$ cat src/sv/bre_pkg.sv
// ----------------------------------------------------------------------------
// bre_pkg
// Shared types and constants of the BMP RLE8 row encoder.
// ----------------------------------------------------------------------------
package bre_pkg;

  localparam int unsigned LIT_LIMIT  = 255;
  localparam int unsigned SHORT_RUN  = 3;
  localparam int unsigned RUN_CAP    = 8191;
  localparam int unsigned RUN_W      = 13;
  localparam int unsigned FIFO_DEPTH = 4;

  typedef enum logic [2:0] {
    OP_LIT    = 3'd0,  // store val at num, flag: flush a full group after
    OP_FLUSH  = 3'd1,  // emit the literal group of num bytes
    OP_RUN    = 3'd2,  // emit a coded run of num copies of val
    OP_ROWEND = 3'd3,  // emit 0,0 and, with flag, 0,1
    OP_END    = 3'd4   // close the result words of one request
  } op_t;

  typedef struct packed {
    op_t              op;
    logic [7:0]       val;
    logic [RUN_W-1:0] num;
    logic             flag;
  } cmd_t;

endpackage

$ cat src/sv/bre_cmd_fifo.sv
// ----------------------------------------------------------------------------
// bre_cmd_fifo
// Small command queue between the classifier and the byte generator.
// ----------------------------------------------------------------------------
module bre_cmd_fifo import bre_pkg::*; #(
  parameter int unsigned DEPTH = FIFO_DEPTH
) (
  input  logic clk,
  input  logic rst_n,
  input  logic push,
  input  cmd_t push_cmd,
  output logic full,
  input  logic pop,
  output cmd_t pop_cmd,
  output logic empty
);

  localparam int unsigned PW = (DEPTH > 1) ? $clog2(DEPTH) : 1;
  localparam int unsigned CW = $clog2(DEPTH + 1);

  cmd_t          store_r [DEPTH];
  logic [PW-1:0] wr_ptr_r, rd_ptr_r;
  logic [CW-1:0] cnt_r;

  assign full    = (cnt_r == CW'(DEPTH));
  assign empty   = (cnt_r == '0);
  assign pop_cmd = store_r[rd_ptr_r];

  always_ff @(posedge clk) begin
    if (!rst_n) begin
      wr_ptr_r <= '0;
      rd_ptr_r <= '0;
      cnt_r    <= '0;
    end else begin
      if (push) begin
        wr_ptr_r <= (wr_ptr_r == PW'(DEPTH - 1)) ? '0 : wr_ptr_r + 1'b1;
      end
      if (pop) begin
        rd_ptr_r <= (rd_ptr_r == PW'(DEPTH - 1)) ? '0 : rd_ptr_r + 1'b1;
      end
      if (push && !pop) begin
        cnt_r <= cnt_r + 1'b1;
      end else if (pop && !push) begin
        cnt_r <= cnt_r - 1'b1;
      end
    end
  end

  always_ff @(posedge clk) begin
    if (push) begin
      store_r[wr_ptr_r] <= push_cmd;
    end
  end

  a_no_overflow: assert property (@(posedge clk) disable iff (!rst_n) !(push && full))
    else $error("command pushed into full queue");
  a_no_underflow: assert property (@(posedge clk) disable iff (!rst_n) !(pop && empty))
    else $error("command popped from empty queue");

endmodule

$ cat src/sv/bre_front.sv
// ----------------------------------------------------------------------------
// bre_front
// Tracks the open run and the literal count and turns each pixel request
// into a short list of commands for the byte generator.
// ----------------------------------------------------------------------------
module bre_front import bre_pkg::*; (
  input  logic       clk,
  input  logic       rst_n,
  input  logic       in_valid,
  output logic       in_ready,
  input  logic [7:0] in_pixel,
  input  logic       in_row_end,
  input  logic       in_image_end,
  output logic       q_push,
  output cmd_t       q_cmd,
  input  logic       q_full
);

  typedef enum logic [9:0] {
    F_IDLE   = 10'b00_0000_0001,
    F_MATCH  = 10'b00_0000_0010,
    F_CLOSE  = 10'b00_0000_0100,
    F_CLRUN  = 10'b00_0000_1000,
    F_NEWRUN = 10'b00_0001_0000,
    F_CAP    = 10'b00_0010_0000,
    F_ROW    = 10'b00_0100_0000,
    F_RFLUSH = 10'b00_1000_0000,
    F_REND   = 10'b01_0000_0000,
    F_FIN    = 10'b10_0000_0000
  } fstate_t;

  fstate_t          st_r, st_nxt, ret_r, ret_nxt;
  logic [7:0]       px_r, px_nxt;
  logic             re_r, re_nxt, ie_r, ie_nxt;
  logic [7:0]       lc_r, lc_nxt;
  logic [7:0]       rv_r, rv_nxt;
  logic [RUN_W-1:0] rl_r, rl_nxt;
  logic             want;

  assign in_ready = (st_r == F_IDLE);
  assign q_push   = want && !q_full;

  always_comb begin
    st_nxt  = st_r;
    ret_nxt = ret_r;
    px_nxt  = px_r;
    re_nxt  = re_r;
    ie_nxt  = ie_r;
    lc_nxt  = lc_r;
    rv_nxt  = rv_r;
    rl_nxt  = rl_r;
    want    = 1'b0;
    q_cmd   = '{op: OP_FLUSH, val: rv_r, num: RUN_W'(lc_r), flag: 1'b0};
    case (st_r)
      F_IDLE: begin
        if (in_valid) begin
          px_nxt = in_pixel;
          re_nxt = in_row_end;
          ie_nxt = in_image_end;
          st_nxt = F_MATCH;
        end
      end
      F_MATCH: begin
        if (rl_r != '0 && px_r == rv_r) begin
          // third equal pixel: the pending group goes out ahead of the run
          if (rl_r + 1'b1 == RUN_W'(SHORT_RUN)) begin
            want = 1'b1;
            if (!q_full) begin
              lc_nxt = '0;
              rl_nxt = rl_r + 1'b1;
              st_nxt = F_CAP;
            end
          end else begin
            rl_nxt = rl_r + 1'b1;
            st_nxt = F_CAP;
          end
        end else begin
          ret_nxt = F_NEWRUN;
          st_nxt  = F_CLOSE;
        end
      end
      F_CLOSE: begin
        if (rl_r == '0) begin
          st_nxt = ret_r;
        end else if (rl_r >= RUN_W'(SHORT_RUN)) begin
          want = 1'b1;
          if (!q_full) begin
            lc_nxt = '0;
            st_nxt = F_CLRUN;
          end
        end else begin
          // short run: each pixel joins the literal group
          want  = 1'b1;
          q_cmd = '{op: OP_LIT, val: rv_r, num: RUN_W'(lc_r),
                    flag: (lc_r == 8'(LIT_LIMIT - 1))};
          if (!q_full) begin
            lc_nxt = (lc_r == 8'(LIT_LIMIT - 1)) ? '0 : lc_r + 1'b1;
            rl_nxt = rl_r - 1'b1;
          end
        end
      end
      F_CLRUN: begin
        want  = 1'b1;
        q_cmd = '{op: OP_RUN, val: rv_r, num: rl_r, flag: 1'b0};
        if (!q_full) begin
          rl_nxt = '0;
          st_nxt = ret_r;
        end
      end
      F_NEWRUN: begin
        rv_nxt = px_r;
        rl_nxt = RUN_W'(1);
        st_nxt = F_CAP;
      end
      F_CAP: begin
        if (rl_r >= RUN_W'(RUN_CAP)) begin
          ret_nxt = F_ROW;
          st_nxt  = F_CLOSE;
        end else begin
          st_nxt = F_ROW;
        end
      end
      F_ROW: begin
        if (re_r || ie_r) begin
          ret_nxt = F_RFLUSH;
          st_nxt  = F_CLOSE;
        end else begin
          st_nxt = F_FIN;
        end
      end
      F_RFLUSH: begin
        want = 1'b1;
        if (!q_full) begin
          lc_nxt = '0;
          st_nxt = F_REND;
        end
      end
      F_REND: begin
        want  = 1'b1;
        q_cmd = '{op: OP_ROWEND, val: rv_r, num: '0, flag: ie_r};
        if (!q_full) begin
          st_nxt = F_FIN;
        end
      end
      F_FIN: begin
        want  = 1'b1;
        q_cmd = '{op: OP_END, val: rv_r, num: '0, flag: 1'b0};
        if (!q_full) begin
          st_nxt = F_IDLE;
        end
      end
      default: begin
        st_nxt = F_IDLE;
      end
    endcase
  end

  always_ff @(posedge clk) begin
    if (!rst_n) begin
      st_r  <= F_IDLE;
      ret_r <= F_FIN;
      lc_r  <= '0;
      rv_r  <= '0;
      rl_r  <= '0;
    end else begin
      st_r  <= st_nxt;
      ret_r <= ret_nxt;
      lc_r  <= lc_nxt;
      rv_r  <= rv_nxt;
      rl_r  <= rl_nxt;
    end
  end

  always_ff @(posedge clk) begin
    px_r <= px_nxt;
    re_r <= re_nxt;
    ie_r <= ie_nxt;
  end

endmodule

$ cat src/sv/bre_back.sv
// ----------------------------------------------------------------------------
// bre_back
// Executes commands: keeps the literal store, generates at most one byte per
// cycle and packs the bytes into 8-byte result words.
// ----------------------------------------------------------------------------
module bre_back import bre_pkg::*; (
  input  logic        clk,
  input  logic        rst_n,
  input  logic        q_empty,
  input  cmd_t        q_cmd,
  output logic        q_pop,
  output logic        out_valid,
  input  logic        out_ready,
  output logic [63:0] out_bytes,
  output logic [3:0]  out_byte_count,
  output logic        out_last
);

  typedef enum logic [11:0] {
    B_IDLE   = 12'b0000_0000_0001,
    B_FSTART = 12'b0000_0000_0010,
    B_FLEN   = 12'b0000_0000_0100,
    B_FDAT   = 12'b0000_0000_1000,
    B_FPAD   = 12'b0000_0001_0000,
    B_SPRE   = 12'b0000_0010_0000,
    B_SDAT   = 12'b0000_0100_0000,
    B_RCNT   = 12'b0000_1000_0000,
    B_RVAL   = 12'b0001_0000_0000,
    B_E0     = 12'b0010_0000_0000,
    B_E1     = 12'b0100_0000_0000,
    B_END    = 12'b1000_0000_0000
  } bstate_t;

  bstate_t          st_r, st_nxt;
  logic [7:0]       val_r, val_nxt;
  logic [RUN_W-1:0] n_r, n_nxt;
  logic             flag_r, flag_nxt;
  logic [7:0]       idx_r, idx_nxt;
  logic [7:0]       rd_r;
  logic [7:0]       mem_r [LIT_LIMIT];
  logic             mem_we;
  logic [7:0]       chunk;
  logic             tail;

  logic             byte_req, byte_ok, fin_req, fin_ok, out_free;
  logic [7:0]       byte_val;
  logic [63:0]      word_r, word_nxt;
  logic [3:0]       pk_cnt_r, pk_cnt_nxt;
  logic             ov_r, ov_nxt, ol_r, ol_nxt;
  logic [63:0]      ow_r, ow_nxt;
  logic [3:0]       oc_r, oc_nxt;

  assign out_valid      = ov_r;
  assign out_bytes      = ow_r;
  assign out_byte_count = oc_r;
  assign out_last       = ol_r;

  assign out_free = !ov_r || out_ready;
  assign byte_ok  = (pk_cnt_r != 4'd8) || out_free;
  assign fin_ok   = (pk_cnt_r == 4'd0) || out_free;
  assign chunk    = (n_r > RUN_W'(LIT_LIMIT)) ? 8'(LIT_LIMIT) : n_r[7:0];
  assign tail     = (RUN_W'(idx_r) + 1'b1 == n_r);

  always_comb begin
    st_nxt   = st_r;
    val_nxt  = val_r;
    n_nxt    = n_r;
    flag_nxt = flag_r;
    idx_nxt  = idx_r;
    q_pop    = 1'b0;
    mem_we   = 1'b0;
    byte_req = 1'b0;
    byte_val = 8'd0;
    fin_req  = 1'b0;
    case (st_r)
      B_IDLE: begin
        if (!q_empty) begin
          q_pop    = 1'b1;
          val_nxt  = q_cmd.val;
          n_nxt    = q_cmd.num;
          flag_nxt = q_cmd.flag;
          idx_nxt  = '0;
          case (q_cmd.op)
            OP_LIT: begin
              mem_we = 1'b1;
              if (q_cmd.flag) begin
                n_nxt  = RUN_W'(LIT_LIMIT);
                st_nxt = B_FSTART;
              end
            end
            OP_FLUSH:  st_nxt = (q_cmd.num == '0) ? B_IDLE : B_FSTART;
            OP_RUN:    st_nxt = B_RCNT;
            OP_ROWEND: st_nxt = B_E0;
            OP_END:    st_nxt = B_END;
            default:   st_nxt = B_IDLE;
          endcase
        end
      end
      B_FSTART: begin
        if (n_r > RUN_W'(SHORT_RUN)) begin
          byte_req = 1'b1;
          if (byte_ok) st_nxt = B_FLEN;
        end else begin
          st_nxt = B_SPRE;
        end
      end
      B_FLEN: begin
        byte_req = 1'b1;
        byte_val = n_r[7:0];
        if (byte_ok) st_nxt = B_FDAT;
      end
      B_FDAT: begin
        byte_req = 1'b1;
        byte_val = rd_r;
        if (byte_ok) begin
          if (tail) begin
            st_nxt = n_r[0] ? B_FPAD : B_IDLE;
          end else begin
            idx_nxt = idx_r + 1'b1;
          end
        end
      end
      B_FPAD: begin
        byte_req = 1'b1;
        if (byte_ok) st_nxt = B_IDLE;
      end
      B_SPRE: begin
        byte_req = 1'b1;
        byte_val = 8'd1;
        if (byte_ok) st_nxt = B_SDAT;
      end
      B_SDAT: begin
        byte_req = 1'b1;
        byte_val = rd_r;
        if (byte_ok) begin
          if (tail) begin
            st_nxt = B_IDLE;
          end else begin
            idx_nxt = idx_r + 1'b1;
            st_nxt  = B_SPRE;
          end
        end
      end
      B_RCNT: begin
        byte_req = 1'b1;
        byte_val = chunk;
        if (byte_ok) st_nxt = B_RVAL;
      end
      B_RVAL: begin
        byte_req = 1'b1;
        byte_val = val_r;
        if (byte_ok) begin
          n_nxt  = n_r - RUN_W'(chunk);
          st_nxt = (n_r == RUN_W'(chunk)) ? B_IDLE : B_RCNT;
        end
      end
      B_E0: begin
        byte_req = 1'b1;
        if (byte_ok) st_nxt = B_E1;
      end
      B_E1: begin
        // second byte of 0,0; image end reuses this pair for 0,1
        byte_req = 1'b1;
        byte_val = (flag_r && n_r[0]) ? 8'd1 : 8'd0;
        if (byte_ok) begin
          if (flag_r && !n_r[0]) begin
            n_nxt  = RUN_W'(1);
            st_nxt = B_E0;
          end else begin
            st_nxt = B_IDLE;
          end
        end
      end
      B_END: begin
        fin_req = 1'b1;
        if (fin_ok) st_nxt = B_IDLE;
      end
      default: begin
        st_nxt = B_IDLE;
      end
    endcase
  end

  // packer: a full word is held until the next byte or the end command
  always_comb begin
    word_nxt   = word_r;
    pk_cnt_nxt = pk_cnt_r;
    ov_nxt     = ov_r && !out_ready;
    ow_nxt     = ow_r;
    oc_nxt     = oc_r;
    ol_nxt     = ol_r;
    if (byte_req && byte_ok) begin
      if (pk_cnt_r == 4'd8) begin
        ov_nxt     = 1'b1;
        ow_nxt     = word_r;
        oc_nxt     = 4'd8;
        ol_nxt     = 1'b0;
        word_nxt   = {56'd0, byte_val};
        pk_cnt_nxt = 4'd1;
      end else begin
        word_nxt[pk_cnt_r[2:0]*8 +: 8] = byte_val;
        pk_cnt_nxt = pk_cnt_r + 1'b1;
      end
    end else if (fin_req && fin_ok && pk_cnt_r != 4'd0) begin
      ov_nxt     = 1'b1;
      ow_nxt     = word_r;
      oc_nxt     = pk_cnt_r;
      ol_nxt     = 1'b1;
      word_nxt   = '0;
      pk_cnt_nxt = 4'd0;
    end
  end

  always_ff @(posedge clk) begin
    if (!rst_n) begin
      st_r     <= B_IDLE;
      pk_cnt_r <= '0;
      word_r   <= '0;
      ov_r     <= 1'b0;
    end else begin
      st_r     <= st_nxt;
      pk_cnt_r <= pk_cnt_nxt;
      word_r   <= word_nxt;
      ov_r     <= ov_nxt;
    end
  end

  always_ff @(posedge clk) begin
    val_r  <= val_nxt;
    n_r    <= n_nxt;
    flag_r <= flag_nxt;
    idx_r  <= idx_nxt;
    ow_r   <= ow_nxt;
    oc_r   <= oc_nxt;
    ol_r   <= ol_nxt;
  end

  always_ff @(posedge clk) begin
    if (mem_we) begin
      mem_r[q_cmd.num[7:0]] <= q_cmd.val;
    end
    rd_r <= mem_r[idx_nxt];
  end

  a_pack_bound: assert property (@(posedge clk) disable iff (!rst_n) pk_cnt_r <= 4'd8)
    else $error("packer count out of range");
  a_out_count: assert property (@(posedge clk) disable iff (!rst_n)
      ov_r |-> (oc_r != 4'd0 && oc_r <= 4'd8))
    else $error("result word with bad byte count");
  a_partial_last: assert property (@(posedge clk) disable iff (!rst_n)
      (ov_r && oc_r != 4'd8) |-> ol_r)
    else $error("partial word not marked last");
  a_idx_bound: assert property (@(posedge clk) disable iff (!rst_n)
      (st_r == B_FDAT || st_r == B_SDAT) |-> (RUN_W'(idx_r) < n_r))
    else $error("literal index beyond group");

endmodule

$ cat src/sv/bmp_rle8_row_encoder_unit.sv
// ----------------------------------------------------------------------------
// bmp_rle8_row_encoder_unit
// BMP RLE8 encoder for a pixel stream, result words of up to eight bytes.
// ----------------------------------------------------------------------------
// One pixel is taken per request, the next only once the classifier is
// back in idle; it needs more states when a short run spills into the
// literal group or the row closes, and waits while the queue is full. The
// byte generator behind the 4-entry command queue emits at most one byte
// per cycle, two bytes per literal in short groups; a flush of a full
// 255-byte group thus holds the queue and back-pressures the pixel input.
// Bytes of one pixel are packed into words, the final word of each pixel
// carries out_last. The literal store needs no clearing.
module bmp_rle8_row_encoder_unit import bre_pkg::*; (
  input  logic        clk,
  input  logic        rst_n,
  input  logic        in_valid,
  output logic        in_ready,
  input  logic [7:0]  in_pixel,
  input  logic        in_row_end,
  input  logic        in_image_end,
  output logic        out_valid,
  input  logic        out_ready,
  output logic [63:0] out_bytes,
  output logic [3:0]  out_byte_count,
  output logic        out_last
);

  logic q_push, q_full, q_pop, q_empty;
  cmd_t push_cmd, pop_cmd;

  bre_front u_front (
    .clk          (clk),
    .rst_n        (rst_n),
    .in_valid     (in_valid),
    .in_ready     (in_ready),
    .in_pixel     (in_pixel),
    .in_row_end   (in_row_end),
    .in_image_end (in_image_end),
    .q_push       (q_push),
    .q_cmd        (push_cmd),
    .q_full       (q_full)
  );

  bre_cmd_fifo #(.DEPTH(FIFO_DEPTH)) u_fifo (
    .clk      (clk),
    .rst_n    (rst_n),
    .push     (q_push),
    .push_cmd (push_cmd),
    .full     (q_full),
    .pop      (q_pop),
    .pop_cmd  (pop_cmd),
    .empty    (q_empty)
  );

  bre_back u_back (
    .clk            (clk),
    .rst_n          (rst_n),
    .q_empty        (q_empty),
    .q_cmd          (pop_cmd),
    .q_pop          (q_pop),
    .out_valid      (out_valid),
    .out_ready      (out_ready),
    .out_bytes      (out_bytes),
    .out_byte_count (out_byte_count),
    .out_last       (out_last)
  );

endmodule
$ cat config.mk
export PLATFORM = sky130hd
export DESIGN_NAME = bmp_rle8_row_encoder_unit
export DESIGN_NICKNAME = d
export VERILOG_FILES = /design/src/sv/bre_pkg.sv /design/src/sv/bre_cmd_fifo.sv /design/src/sv/bre_front.sv /design/src/sv/bre_back.sv /design/src/sv/bmp_rle8_row_encoder_unit.sv
export SDC_FILE = /design/constraint.sdc
export NUM_CORES = 2
export LEC_CHECK = 0
export ABC_CLOCK_PERIOD_IN_PS = 7400
export BUFFER_PORTS_ARGS = -buffer_cell sky130_fd_sc_hd__buf_2
export CORE_AREA = 2 2 377 417
export DETAILED_ROUTE_END_ITERATION = 10
export DIE_AREA = 0 0 379 419
export HOLD_SLACK_MARGIN = 0.12
export PLACE_DENSITY = 0.79
export SYNTH_ARGS = -nofsm -noshare
export SYNTH_HDL_FRONTEND = slang
export SYNTH_SLANG_ARGS = --single-unit
$ cat constraint.sdc
create_clock -name clk -period 7.4 [get_ports clk]
set_clock_uncertainty 0.05 [all_clocks]
set_input_delay 0.37 -clock clk [delete_from_list [all_inputs] [get_ports clk]]
set_output_delay 0.37 -clock clk [all_outputs]
set_load 0.005 [all_outputs]
After elaboration in Yosys (flattened, before gate mapping):

Memory sizes are Yosys's and may differ from the RTL's. A register that Yosys moved wholly into a read port is not among the register bits.
Index checks and enable logic that the tools add are counted.

* bits in registers: 246
* memory bits (writable): 2140
* bits of input ports: 14
* output and inout bits: 71
* logic and storage cells: 272
* memories: 2

Memories
* u_back.mem_r: depth 255, bits a word 8, rd ports 1, clocked after Yosys merged registers in 1, write ports 1, line bre_back.sv:40 `logic [7:0] mem_r [LIT_LIMIT];`
* u_fifo.store_r: depth 4, bits a word 25, rd ports 1, clocked after Yosys merged registers in 1, write ports 1, line bre_cmd_fifo.sv:21 `cmd_t store_r [DEPTH];`

* add/sub/neg operators: 12
* $lt $le $gt $ge: 4
* equality and inequality tests: 70
* shifts and indexed selects: 2
* multiplexer cells: 114
* bitwise gates (word level): 1
* reduce and logical (&&, ||, !) cells: 45

Operators with widths (count)
* $mux W64: 6
* $mux W12: 15
* $mux W13: 13
* $mux W10: 16
* $pmux W12 S12: 1
* $pmux W10 S10: 1
* $pmux W25 S4: 1
* $mux W8: 12
* $bwmux W64: 1
* $shift A8 B34 Y64 const A: 1
* $shiftx A8 B34 Y64: 1
* $pmux W12 S5: 1
* $pmux W13 S4: 1
* $pmux W8 S6: 1
* $pmux W13 S3: 1
* $neg A6 Y34: 1
* $ne A2 B1 Y1 const B: 16
* $pmux W10 S3: 1
* $logic_not A13 Y1: 2
* $mux W25: 1
* $mux W4: 6
* $pmux W8 S3: 1
* $mux W23: 1
* $ne A2 B2 Y1 const B: 11
* other kinds (77): 136

Depth between registers and ports, before layout:

* depth in word-level cells: 10
* mapped depth: 20

Hierarchy:

Synthesis repeated with hierarchy kept, for this count alone.

* cells, all modules: 7607
* area, all modules: 97815.1 um^2

Modules (own cells, without submodules)
* bre_back: instances 1, cells an instance 7004, area each 89982.6 um^2
* bre_cmd_fifo: instances 1, cells an instance 175, area each 4108.9 um^2
* bre_front: instances 1, cells an instance 428, area each 3723.6 um^2

Least setup slack after synthesis:

Ideal clock, no wire load.

* path kind: register to register
* from: register u_back.st_r[1]
* to: register u_back.oc_r[0], in the netlist u_back.out_byte_count[0], enable pin
* arrival: 5294 ps
* slack: 1558 ps
* cell stages (with the launch flop): 11
* buffers on the path: 1
* cells stage by stage: dfxtp_1 -> nor4_4 -> nand4_1 -> or3b_2 -> clkbuf_1 -> nand2b_1 -> nor4_1 -> nor2b_1 -> or2_2 -> and2_1 -> nor2_1

* word-level cells in the longest chain between the ends: 6
* elaborated cells between the ends (all ways): 20
* classes of those cells: eq/ne: 12; mux: 2; reduce/logical: 6

Ends and longest elaborated chain
* start: declaration: line bre_back.sv:34 `bstate_t st_r, st_nxt;`
* start signal: assignment: line bre_back.sv:221 `st_r <= st_nxt;`
* $eq A12 B3 Y1, or another cell as far along: line bre_back.sv:75 `case (st_r)`
* $reduce_or A9 Y1 (no line) or $mux W1 (tied branches)
* $pmux W1 S2 or $logic_and A1 B1 Y1 (tied branches): line bre_back.sv:75, bre_back.sv:204
* $logic_and A1 B1 Y1, on equally long branches: line bre_back.sv:192, bre_back.sv:204
* $ne A2 B2 Y1 (no line) or $reduce_bool A2 Y1 (tied branches)
* $reduce_and A2 Y1 (no line) (*)
* end signal: assignment: line bre_back.sv:234 `oc_r <= oc_nxt;`
* end: declaration: line bre_back.sv:51 `logic [3:0] oc_r, oc_nxt;`

Every way passes the cells marked *; elsewhere a longest branch is shown, timed or not.
A chain may end at the register's enable or synchronous reset.

Final worst setup path:

* from: register u_back.idx_r[0]
* to: register u_back.rd_r[0], read port of u_back.mem_r

* word-level cells in the longest chain between the ends: 5
* elaborated cells between the ends (all ways): 7
* classes of those cells: add/sub: 2; eq/ne: 1; mux: 4

Ends and longest elaborated chain
* start: declaration: line bre_back.sv:38 `logic [7:0] idx_r, idx_nxt;`
* start signal: assignment: line bre_back.sv:232 `idx_r <= idx_nxt;`
* $add A8 B1 Y9: line bre_back.sv:62 `assign tail = (RUN_W'(idx_r) + 1'b1 == n_r);`
* $eq A13 B13 Y1: line bre_back.sv:62
* $mux W8: line bre_back.sv:116, bre_back.sv:136
* $mux W8: line bre_back.sv:135 `if (byte_ok) begin`
* $pmux W8 S2 (*): line bre_back.sv:75
* end: declaration: line bre_back.sv:39 `logic [7:0] rd_r;`

Marked as above.

==> results.sh <==
export IMPL_status="finished clean"
export IMPL_cts_sinks=2390
export IMPL_dieWidth_um=379
export IMPL_cts_buffer_depth=3
export IMPL_postRouteAntennaNets=0
export IMPL_cp_slowest_stage_delay_ns=0.77
export IMPL_hold_viol_final=0
export IMPL_io_pins=85
export IMPL_reg2reg_depth=16
export IMPL_pre_cts_slack_ns=1.01
export IMPL_p_per_area_nw_per_um2=278
export IMPL_cts_max_level=4
export IMPL_slowest_stage="inv_16"
export IMPL_root_buffer="clkbuf_16"
export IMPL_worst_pin_slew_ns=1.38
export IMPL_grt_setup_unrepaired="false"
export IMPL_rows=152
export IMPL_synth_seq_cells=2390
export IMPL_synth_seq_area_share_pct=72.5
export IMPL_p_total_w=0.0294
export IMPL_synth_edf_count=2241
export IMPL_vias_per_cell=6.76
export IMPL_synth_cell_types=86
export IMPL_overflow=0
export IMPL_path_cells="ha_1, nand3_1, a21oi_1, o221ai_1, o211ai_2, a21o_4, nand2_8, inv_16, buf_12, nand2_1, a31oi_1, a22oi_1, a31oi_1, nor3_1, buf_4, nor4_1"
export IMPL_initial_core_util_pct=62.6
export IMPL_cp_common_cell="a31oi_1"
export IMPL_r2r_end="u_back.rd_r[0]$_DFF_P_"
export IMPL_min_path_type="in2reg"
export IMPL_fmax_mhz=153
export IMPL_grt_max_degree=203
export IMPL_synthFlopType="edfxtp_1"
export IMPL_tns_ns=0
export IMPL_place_gp_congestion=0.942
export IMPL_period_share_pct=88.3
export IMPL_min_from="in_pixel[6]"
export IMPL_final_cell_count_no_fill=9392
export IMPL_leakage_nw=35.3
export IMPL_wl_per_cell_um=27.3
export IMPL_ir_drop_mv=0.287
export IMPL_place_area_um2=98700
export IMPL_post_cts_resized_instances=0
export IMPL_grt_pass1_wl_mm=379
export IMPL_synthArstFlopShare_pct=0
export IMPL_cp_required_ns=8.11
export IMPL_design_die_area_um2=159000
export IMPL_grt_pass1_vias=60300
export IMPL_wl_mm=256
export IMPL_vias=63500
export IMPL_core_um2=155000
export IMPL_holdPathStages=2
export IMPL_placedCellCount=8973
export IMPL_synthCells=7226
export IMPL_path_class="reg2reg"
export IMPL_globalRouteTotalUtil_pct=32.0
export IMPL_cts_tree="yes"
export IMPL_arrival_ns=7.24
export IMPL_fin_ws_ns=0.864
export IMPL_ff_latch_area_um2=70300
export IMPL_num_nets_final=7160
export IMPL_final_max_slew_viol_count=0
export IMPL_rrSetupSlack_ns=0.86
export IMPL_worstSetupEndpointType="register"
export IMPL_multi_input_area_um2=24000
export IMPL_die_height_um=419
export IMPL_netlist_area_um2=96900
export IMPL_period_minus_slack_ns=6.54
export IMPL_timing_rr_start="u_back.idx_r[0]$_DFF_P_"
export IMPL_drc=0
export IMPL_synth_area_per_cell_um2=13.4
export IMPL_clk_pin_slew_ns=0.07
export IMPL_syn_num_nets=7258
export IMPL_dp_hpwl_mm=146
export IMPL_critPathLaunchType="register"
export IMPL_first_pass_iters=8
export IMPL_cp_max_fo=191
export IMPL_cts_made_buffers=214
export IMPL_setup_viol=0
export IMPL_worstSkewPairLatency_ns=0.88
export IMPL_yosys_warnings=0
export IMPL_relSlewSlack_pct=7.28
export IMPL_drtIter0Drc=9690
export IMPL_finalInstanceArea_um2=106000
export IMPL_area_growth_synth_to_final_pct=8.98
export IMPL_maxCapViolations=0
export IMPL_antenna_found_initial=3
export IMPL_fill_cells=10200
export IMPL_port_buffers=84
export IMPL_hold_path_end="u_front.px_r[6]$_DFFE_PP_"
export IMPL_layout_drive_gt1_share_pct=8.00
-- what timing repair did --
action | 4_1_cts | 5_1_grt
setup buffers | 0 | 0
hold buffers | 17 | 0
endpoints found under the hold margin | 40 | 0
setup endpoints to repair | 0 | 0
-- critical path, delay by kind of cell (launching register included) --
family,cells,cell delay [ns]
AO/OA/AOI/OAI,7,2.18
adder cells (fa/ha/maj),1,0.39
flip-flops,1,0.54
buffers and inverters,3,1.40
AND/OR/NAND/NOR,5,1.45
-- how the worst max path moves through the flow --
| stage | to | start |
|---|---|---|
| 6_report | u_back.rd_r[0]$_DFF_P_ | u_back.idx_r[0]$_DFF_P_ |
| 5_1_grt | u_back.rd_r[0]$_DFF_P_ | u_back.idx_r[0]$_DFF_P_ |
| 4_1_cts | u_back.rd_r[0]$_DFF_P_ | u_back.idx_r[0]$_DFF_P_ |
| 3_5_place_dp | u_back.rd_r[0]$_DFF_P_ | u_back.idx_r[0]$_DFF_P_ |
| 3_3_place_gp | u_back.rd_r[6]$_DFF_P_ | u_back.idx_r[0]$_DFF_P_ |
| 2_1_floorplan | u_back.out_byte_count[0]$_SDFFCE_PP0P_ | u_back.st_r[1]$_SDFFE_PN0P_ |
-- power by group --
part | internal, W | total (W) | switching, W
combinational | 0.000388 | 0.00242 | 0.00204
sequential | 0.0161 | 0.0163 | 0.000154
clock | 0.00579 | 0.0107 | 0.00487
-- layer usage --
layer,up-vias,global-route usage [%],part of all wire [%]
met2,4271,49.8,47
li1,27400,-,-
met3,810,7.40,12
met4,4,16.7,5.9
met5,-,0,0.011
met1,31100,42.3,35
-- cell type report --
class	instances	area share, %
clock buffers	280	5.47
diodes	1	0.00237
clock inverters	120	0.877
multi-input cells	4270	22.7
inverters	33	0.146
repair buffers	219	1.78
flip-flops and latches	2390	66.5
well taps	2079	2.46
-- sequential cells by signal (all words and copies together), names as in the netlist, 2 cells and up, named ones only --
signal                 count
u_front.ret_r              4
u_back.word_r             64
u_back.mem_r            2040
u_back.idx_r               8
u_front.rl_r              13
u_back.n_r                13
u_front.rv_r               8
u_back.out_byte_count      4
u_front.st_r              10
u_back.rd_r                8
u_fifo.rd_ptr_r            2
u_front.lc_r               8
u_fifo.cnt_r               3
u_fifo.store_r           100
u_back.st_r               12
u_front.px_r               8
u_back.out_bytes          64
u_fifo.wr_ptr_r            2
u_back.val_r               8
u_back.pk_cnt_r            4
-- logic make-up (layout without fill, tap and decap cells) --
family,after synthesis,in the layout,synth area share [%]
AO/OA/AOI/OAI,1277,1277,9.42
XOR/XNOR,35,35,0.330
adder cells (fa/ha/maj),18,18,0.240
buffers and inverters,566,652,2.86
flip-flops,2390,2390,72.5
multiplexers,110,110,1.46
other,0,1,0
AND/OR/NAND/NOR,2830,2830,13.2
-- layout by cell type, fill, tap and decap left out, types with 17 or more instances in the layout --
cell type,n
edfxtp_1,2241
clkinv_2,43
xnor2_1,23
ha_1,17
or3_1,18
clkbuf_16,218
a311oi_1,153
clkbuf_1,53
buf_4,85
mux4_2,17
a211oi_1,355
nand2_1,1359
a31oi_1,255
a22o_1,21
inv_1,26
and3_1,371
nor3_1,45
buf_12,32
nand3_1,350
nor2_1,456
mux2i_1,84
a2111oi_0,38
nand4_1,44
dfxtp_1,148
dlygate4sd3_1,17
buf_2,84
a21oi_1,107
o21ai_0,90
nor4_1,48
a22oi_1,174
and2_1,25
clkinv_1,48
-- through the flow --
step,hold slack [ns],utilization [%]
floorplan,0.359,-
global placement,0.365,63.8
detailed placement,0.367,63.8
CTS,0.120,68.2
global route,0.147,68.2
finish,0.176,68.2
-- Yosys cell counts (6+ instances only) --
master | n | area, um2
a2111oi_0 | 38 | 333
nor2b_1 | 15 | 93.8
nor3_1 | 45 | 225
buf_6 | 29 | 327
a311oi_1 | 153 | 1340
o221ai_1 | 11 | 96.3
ha_1 | 17 | 213
nor4_1 | 52 | 325
nor2_1 | 461 | 1730
xnor2_1 | 23 | 201
and4_1 | 6 | 52.6
o21ai_1 | 14 | 70.1
nand4_1 | 44 | 275
and3_1 | 372 | 2330
a211oi_1 | 355 | 2670
clkbuf_1 | 240 | 901
o311ai_0 | 10 | 87.6
inv_1 | 27 | 101
or4_1 | 10 | 75.1
buf_2 | 217 | 1090
or2_2 | 7 | 43.8
nand3b_1 | 7 | 52.6
a21oi_1 | 107 | 536
nand2_1 | 1366 | 5130
nand3_1 | 350 | 1750
buf_1 | 9 | 33.8
mux4_2 | 25 | 563
a22oi_1 | 174 | 1310
nand2b_1 | 13 | 81.3
or3_1 | 18 | 113
o21ai_0 | 90 | 450
dfxtp_1 | 149 | 2980
nor3b_1 | 13 | 97.6
edfxtp_1 | 2241 | 67300
a31oi_1 | 255 | 1600
xor2_1 | 11 | 96.3
and2_1 | 25 | 156
buf_4 | 37 | 278
mux2i_1 | 84 | 841
a22o_1 | 21 | 184
Power figures use the tool's default switching activity.
